===== src/rtl/core/bit_pkg.sv =====
// ----------------------------------------------------------------------------
// bit_pkg
// Shared types and constants of the brush image transform core.
// ----------------------------------------------------------------------------
`default_nettype none
package bit_pkg;

  localparam int MAX_DIM    = 64;
  localparam int MAX_PIXELS = 4096;
  localparam int DIM_W      = $clog2(MAX_DIM + 1);
  localparam int HOT_W      = $clog2(MAX_DIM);
  localparam int ADDR_W     = $clog2(MAX_PIXELS);
  localparam int CNT_W      = $clog2(MAX_PIXELS + 1);
  localparam int PIX_W      = 9;
  localparam int CFG_IDX_W  = 3;
  localparam int CFG_DAT_W  = 7;

  localparam logic [PIX_W-1:0] PIX_CLEAR = '1;

  typedef enum logic [2:0] {
    CMD_START   = 3'd0,
    CMD_WRITE   = 3'd1,
    CMD_FLIP    = 3'd2,
    CMD_ROTATE  = 3'd3,
    CMD_SET_TR  = 3'd4,
    CMD_RECOLOR = 3'd5,
    CMD_CHECK   = 3'd6,
    CMD_READ    = 3'd7
  } cmd_t;

  typedef enum logic [CFG_IDX_W-1:0] {
    REG_WIDTH    = 3'd0,
    REG_HEIGHT   = 3'd1,
    REG_HOT_X    = 3'd2,
    REG_HOT_Y    = 3'd3,
    REG_CENTERED = 3'd4,
    REG_SHAPE    = 3'd5
  } reg_idx_t;

  typedef enum logic [2:0] {
    ST_IDLE,
    ST_READ,
    ST_COPY,
    ST_PERM,
    ST_MAP,
    ST_CHECK
  } state_t;

  typedef enum logic [2:0] {
    SRC_LINEAR,
    SRC_FLIP_H,
    SRC_FLIP_V,
    SRC_CW,
    SRC_CCW
  } src_mode_t;

  typedef struct packed {
    logic             start;
    src_mode_t        mode;
    logic [DIM_W-1:0] cols;
  } scan_ctrl_t;

  typedef struct packed {
    logic              issue;
    logic              last;
    logic [ADDR_W-1:0] dst;
    logic [ADDR_W-1:0] src;
  } scan_out_t;

endpackage
`default_nettype wire


===== src/rtl/core/bit_scan.sv =====
// ----------------------------------------------------------------------------
// bit_scan
// Pass sequencer: walks destination pixels in row order and forms the
// source address of each for linear, flip and rotate passes.
// ----------------------------------------------------------------------------
`default_nettype none
module bit_scan (
  input  wire logic                        clk,
  input  wire logic                        rst,
  input  wire bit_pkg::scan_ctrl_t         ctrl,
  input  wire logic [bit_pkg::DIM_W-1:0]   width_now,
  input  wire logic [bit_pkg::DIM_W-1:0]   height_now,
  input  wire logic [bit_pkg::CNT_W-1:0]   area,
  output bit_pkg::scan_out_t               scan
);

  logic                        active;
  logic [bit_pkg::CNT_W-1:0]   d;
  logic [bit_pkg::DIM_W-1:0]   o;
  logic [bit_pkg::DIM_W-1:0]   k;
  bit_pkg::src_mode_t          mode;
  logic [bit_pkg::DIM_W-1:0]   cols;
  logic                        last;
  logic [bit_pkg::DIM_W-1:0]   op_a;
  logic [bit_pkg::DIM_W-1:0]   op_b;
  logic [2*bit_pkg::DIM_W-1:0] prod;
  logic [2*bit_pkg::DIM_W-1:0] sum;

  assign last = (d == area - bit_pkg::CNT_W'(1));

  // counters
  always_ff @(posedge clk) begin
    if (rst) begin
      active <= 1'b0;
    end else if (ctrl.start) begin
      active <= 1'b1;
      d      <= '0;
      o      <= '0;
      k      <= '0;
      mode   <= ctrl.mode;
      cols   <= ctrl.cols;
    end else if (active) begin
      if (last) begin
        active <= 1'b0;
      end
      d <= d + bit_pkg::CNT_W'(1);
      if (k == cols - bit_pkg::DIM_W'(1)) begin
        k <= '0;
        o <= o + bit_pkg::DIM_W'(1);
      end else begin
        k <= k + bit_pkg::DIM_W'(1);
      end
    end
  end

  // source address as row times width plus column
  always_comb begin
    case (mode)
      bit_pkg::SRC_FLIP_H: begin
        op_a = o;
        op_b = width_now - bit_pkg::DIM_W'(1) - k;
      end
      bit_pkg::SRC_FLIP_V: begin
        op_a = height_now - bit_pkg::DIM_W'(1) - o;
        op_b = k;
      end
      bit_pkg::SRC_CW: begin
        op_a = height_now - bit_pkg::DIM_W'(1) - k;
        op_b = o;
      end
      bit_pkg::SRC_CCW: begin
        op_a = k;
        op_b = width_now - bit_pkg::DIM_W'(1) - o;
      end
      default: begin
        op_a = '0;
        op_b = '0;
      end
    endcase
    prod = op_a * width_now;
    sum  = prod + {{bit_pkg::DIM_W{1'b0}}, op_b};
  end

  assign scan.issue = active;
  assign scan.last  = last;
  assign scan.dst   = d[bit_pkg::ADDR_W-1:0];
  assign scan.src   = (mode == bit_pkg::SRC_LINEAR) ? d[bit_pkg::ADDR_W-1:0]
                                                    : sum[bit_pkg::ADDR_W-1:0];

endmodule
`default_nettype wire


===== config.mk =====
export PLATFORM = sky130hd
export DESIGN_NAME = bit_scan
export DESIGN_NICKNAME = d
export VERILOG_FILES = /design/src/rtl/core/bit_pkg.sv /design/src/rtl/core/bit_scan.sv
export SDC_FILE = /design/constraint.sdc
export NUM_CORES = 1
export LEC_CHECK = 0
export BUFFER_PORTS_ARGS = -buffer_cell sky130_fd_sc_hd__buf_2
export CAP_MARGIN = 10
export CELL_PAD_IN_SITES_DETAIL_PLACEMENT = 1
export CELL_PAD_IN_SITES_GLOBAL_PLACEMENT = 1
export CORE_ASPECT_RATIO = 0.6
export CORE_MARGIN = 8
export CORE_UTILIZATION = 40
export DETAILED_ROUTE_END_ITERATION = 12
export HOLD_SLACK_MARGIN = 0.06
export PLACE_DENSITY_LB_ADDON = 0.1
export SLEW_MARGIN = 0
export SYNTH_ARGS = -nofsm -noshare
export SYNTH_HDL_FRONTEND = slang
export SYNTH_SLANG_ARGS = --single-unit

===== constraint.sdc =====
create_clock -name clk -period 9.26 [get_ports clk]
set_input_delay 0 -clock clk [delete_from_list [all_inputs] [get_ports clk]]
set_output_delay 0 -clock clk [all_outputs]
set_load 0.02 [all_outputs]

==> metrics.md <==
| Metric | Value |
|---|---|
| Critical path endpoint category | `primary output` |
| #FFs+latches synth | `38` |
| Cell Rows | `32` |
| Sequential cell area fraction in the yosys report | `21.1%` |
| Final Util | `46.3%` |
| Buf/Inv on CP | `5` |
| Yosys Warn Count | `0` |
| Die width | `165 um` |
| Total global routing overflow | `0` |
| Sw Pwr | `416 uW` |
| Hold Path Class | `in -> reg` |
| Worst-path cell chain | `nand3b_1, mux2_2, inv_1, ha_1, nor2b_1, o21a_1, a21oi_1, mux2_2, o21ai_0, nand2_1, fa_1, inv_1, fa_1, fa_1, inv_1, fa_1, inv_1, ha_1, or4_1, a221oi_1, xnor2_1, xnor3_1, a21oi_1, buf_2` |
| N_diodes | `0` |
| Worst-skew pair later-pin latency | `0.29 ns` |
| Switching share of power | `41.8%` |
| Slowest stage delay, CP | `0.59 ns` |
| Rel. slew slack | `25.7%` |
| Reg2reg start | `cols[0]$_DFFE_PP_` |
| Dpl cells | `818` |
| Antenna Nets Post-Route | `0` |
| Pint | `580 uW` |
| All-layer global routing usage | `17.2%` |
| Req. time, crit path | `9.26 ns` |
| Syn_area_per_cell | `8.64 sq um` |
| Clock Tree Buf Depth | `2` |
| EDFF count, synth | `37` |
| DRT Pass-1 Iters | `4` |
| Leakage | `2.71 nW` |
| Setup TNS | `0 ns` |
| Synth async-reset ratio | `0%` |
| Boundary pin count | `66` |
| Placement-stage cell area | `5710 sq um` |
| Routed vias | `4465` |
| Number of slew-limit violations in the final report | `0` |
| Count of final setup violators | `0` |
| HP Start | `rst` |
| Crit path time final | `8.21 ns` |
| Clk sinks | `38` |
| Post-synthesis net count | `739` |
| P&R area growth vs syn | `12.1%` |
| Cell area after layout | `6000 sq um` |
| Status | `finished clean` |
| Max Fclk | `122 MHz` |
| Slowest-stage cell, CP | `edfxtp_1` |
| Input/output buffers | `65` |
| Cells after Synth | `620` |
| Fillers | `1531` |
| Reg power frac | `22.4%` |
| Gate power share | `54.4%` |
| Core area | `13000 sq um` |
| Yosys cell types | `55` |
| Vias in the first global route | `4595` |
| Final Non-Filler Cells | `836` |
| Worst Clk Skew | `0.00423 ns` |
| Die Footprint | `17500 sq um` |
| Largest net degree at the start of global routing | `27` |
| Crit-path leading delay family | `adder cells` |
| Initial antenna violation count | `0` |
| H-tree Lvls | `2` |
| Worst VDD drop | `0.0858 mV` |
| Final wirelength | `14800 um` |
| First-pass GRT wire length | `24300 um` |
| Final estimated routing congestion in global placement | `0.793` |
| Area contributors post-synth | `edfxtp_1, fa_1, ha_1, xnor2_1, inv_1` |
| Top cell type's share of synthesized area | `20.8%` |
| Final Power | `995 uW` |
| Post-Syn Area | `5350 sq um` |
| Yosys top cell by area | `edfxtp_1` |
| Final net count | `784` |
| Fraction of layout cells with a size suffix above 1 | `13.4%` |
| Crit path arrival time | `8.21 ns` |
| Fin. Hold Viols | `0` |
| Most used DFF post-synth | `edfxtp_1` |
| RSZ-0062 raised after global routing | `false` |
| Via density | `5.34` |
| CP startpoint | `mode[2]$_DFFE_PP_` |
| Kind of critical path | `reg -> out` |
| Overall die height | `106 um` |
| Worst-margin pin slew | `1.11 ns` |
| Routed length per placed instance | `17.7 um` |
| Reg clk slew, reported paths | `0.06 ns` |
| Initial DRC Count | `258` |
| Power Dens Cells | `166 nW/um^2` |
| Post-DP HPWL | `12000 um` |
| Type of origin of the critical path | `flip-flop` |
| CTS tree | `done` |
| Clk root buf | `clkbuf_16` |
| Max FO, Critical Path | `16` |
| Clk pwr share | `23.2%` |
| Residual DRC | `0` |
| Initial Utilization | `41.3%` |
| Final Cycle Share | `88.6%` |
| CTS Buf Count | `5` |
| Max-cap violation count | `0` |
| Setup Buffers After CTS | `0` |
## synth_stat cells (4+ instances only)
master    count
nand3_1      12
xnor2_1      36
o21ai_0      18
nand4_1       4
nor2_1       56
inv_1        70
edfxtp_1     37
and2_1       25
a21o_1        7
o22ai_1       5
buf_4        14
and3_1        6
clkbuf_1     22
nor3_1       13
mux2_2        7
a22oi_1      11
ha_1         47
a21oi_1      23
mux2i_1      13
fa_1         32
o31ai_1       5
nand2_1      49
nor2b_1      22
o21a_1        4
xor2_1       29
## layout make-up
type	count	area, sq um	area share, %
multi-input cells	472	3750	62.5
clock buffers	5	125	2.08
clock inverters	3	68.8	1.15
flip-flops and latches	38	1130	18.8
repair buffers	78	448	7.46
well taps	170	213	3.54
inverters	70	263	4.38
## layer usage
| metal | track usage (%) | routed length, um | part of all wire (%) | vias up |
|---|---|---|---|---|
| met3 | 2.99 | 799 | 5.4 | 5 |
| met2 | 26.0 | 6300 | 42 | 108 |
| li1 | - | - | - | 2157 |
| met5 | 0 | 0 | 0 | - |
| met1 | 26.0 | 7680 | 52 | 2195 |
| met4 | 1.71 | 48 | 0.32 | 0 |
## power by group through the flow
stage	sequential (mW)	clock, mW	combinational, mW
CTS	0.222	0.237	0.550
global placement	0.225	0	0.529
detailed placement	0.226	0	0.545
finish	0.223	0.231	0.542
floorplan	0.213	0	0.401
global route	0.225	0.245	0.614
## final timing paths
kind                                             to  slack (ns)  cells past startpoint
worst min-delay path              cols[1]$_DFFE_PP_        0.20                      2
worst max-delay path                       scan[11]        1.05                     24
worst max register to register   o[3]$_SDFFCE_PP0P_        6.59                      8
worst min register to register  d[12]$_SDFFCE_PP0P_        0.66                      2
## flip-flops by register name, summed over array words and instances, names as in the netlist
register	cells
cols	7
mode	3
active	1
d	13
k	7
o	7
## cells in the final DEF, fill, tap and decap left out, drive strengths merged, types with 23 or more instances in the layout
cell type / count
xor2: 29
edfxtp: 37
ha: 47
xnor2: 36
inv: 70
nand2: 49
nor2: 56
nor2b: 23
a21oi: 23
fa: 32
buf: 68
and2: 25
## cell families after synthesis
family                   synth area share, %
buffers and inverters                   8.74
flip-flops                              21.1
multiplexers                            3.90
adder cells (fa/ha/maj)                 22.9
XOR/XNOR                                11.9
AND/OR/NAND/NOR                         19.6
AO/OA/AOI/OAI                           11.8
## stage by stage
step	setup slack, ns	hold WS (ns)
floorplan	2.45	0.0989
global placement	1.59	0.176
detailed placement	1.40	0.179
CTS	1.06	0.196
global route	0.565	0.227
finish	1.05	0.198
## repair_timing
| action | in CTS | in global routing |
|---|---|---|
| endpoints found under the hold margin | 10 | 0 |
| resized for setup | 0 | 0 |
| hold buffers | 10 | 0 |
Power figures use the tool's default switching activity.
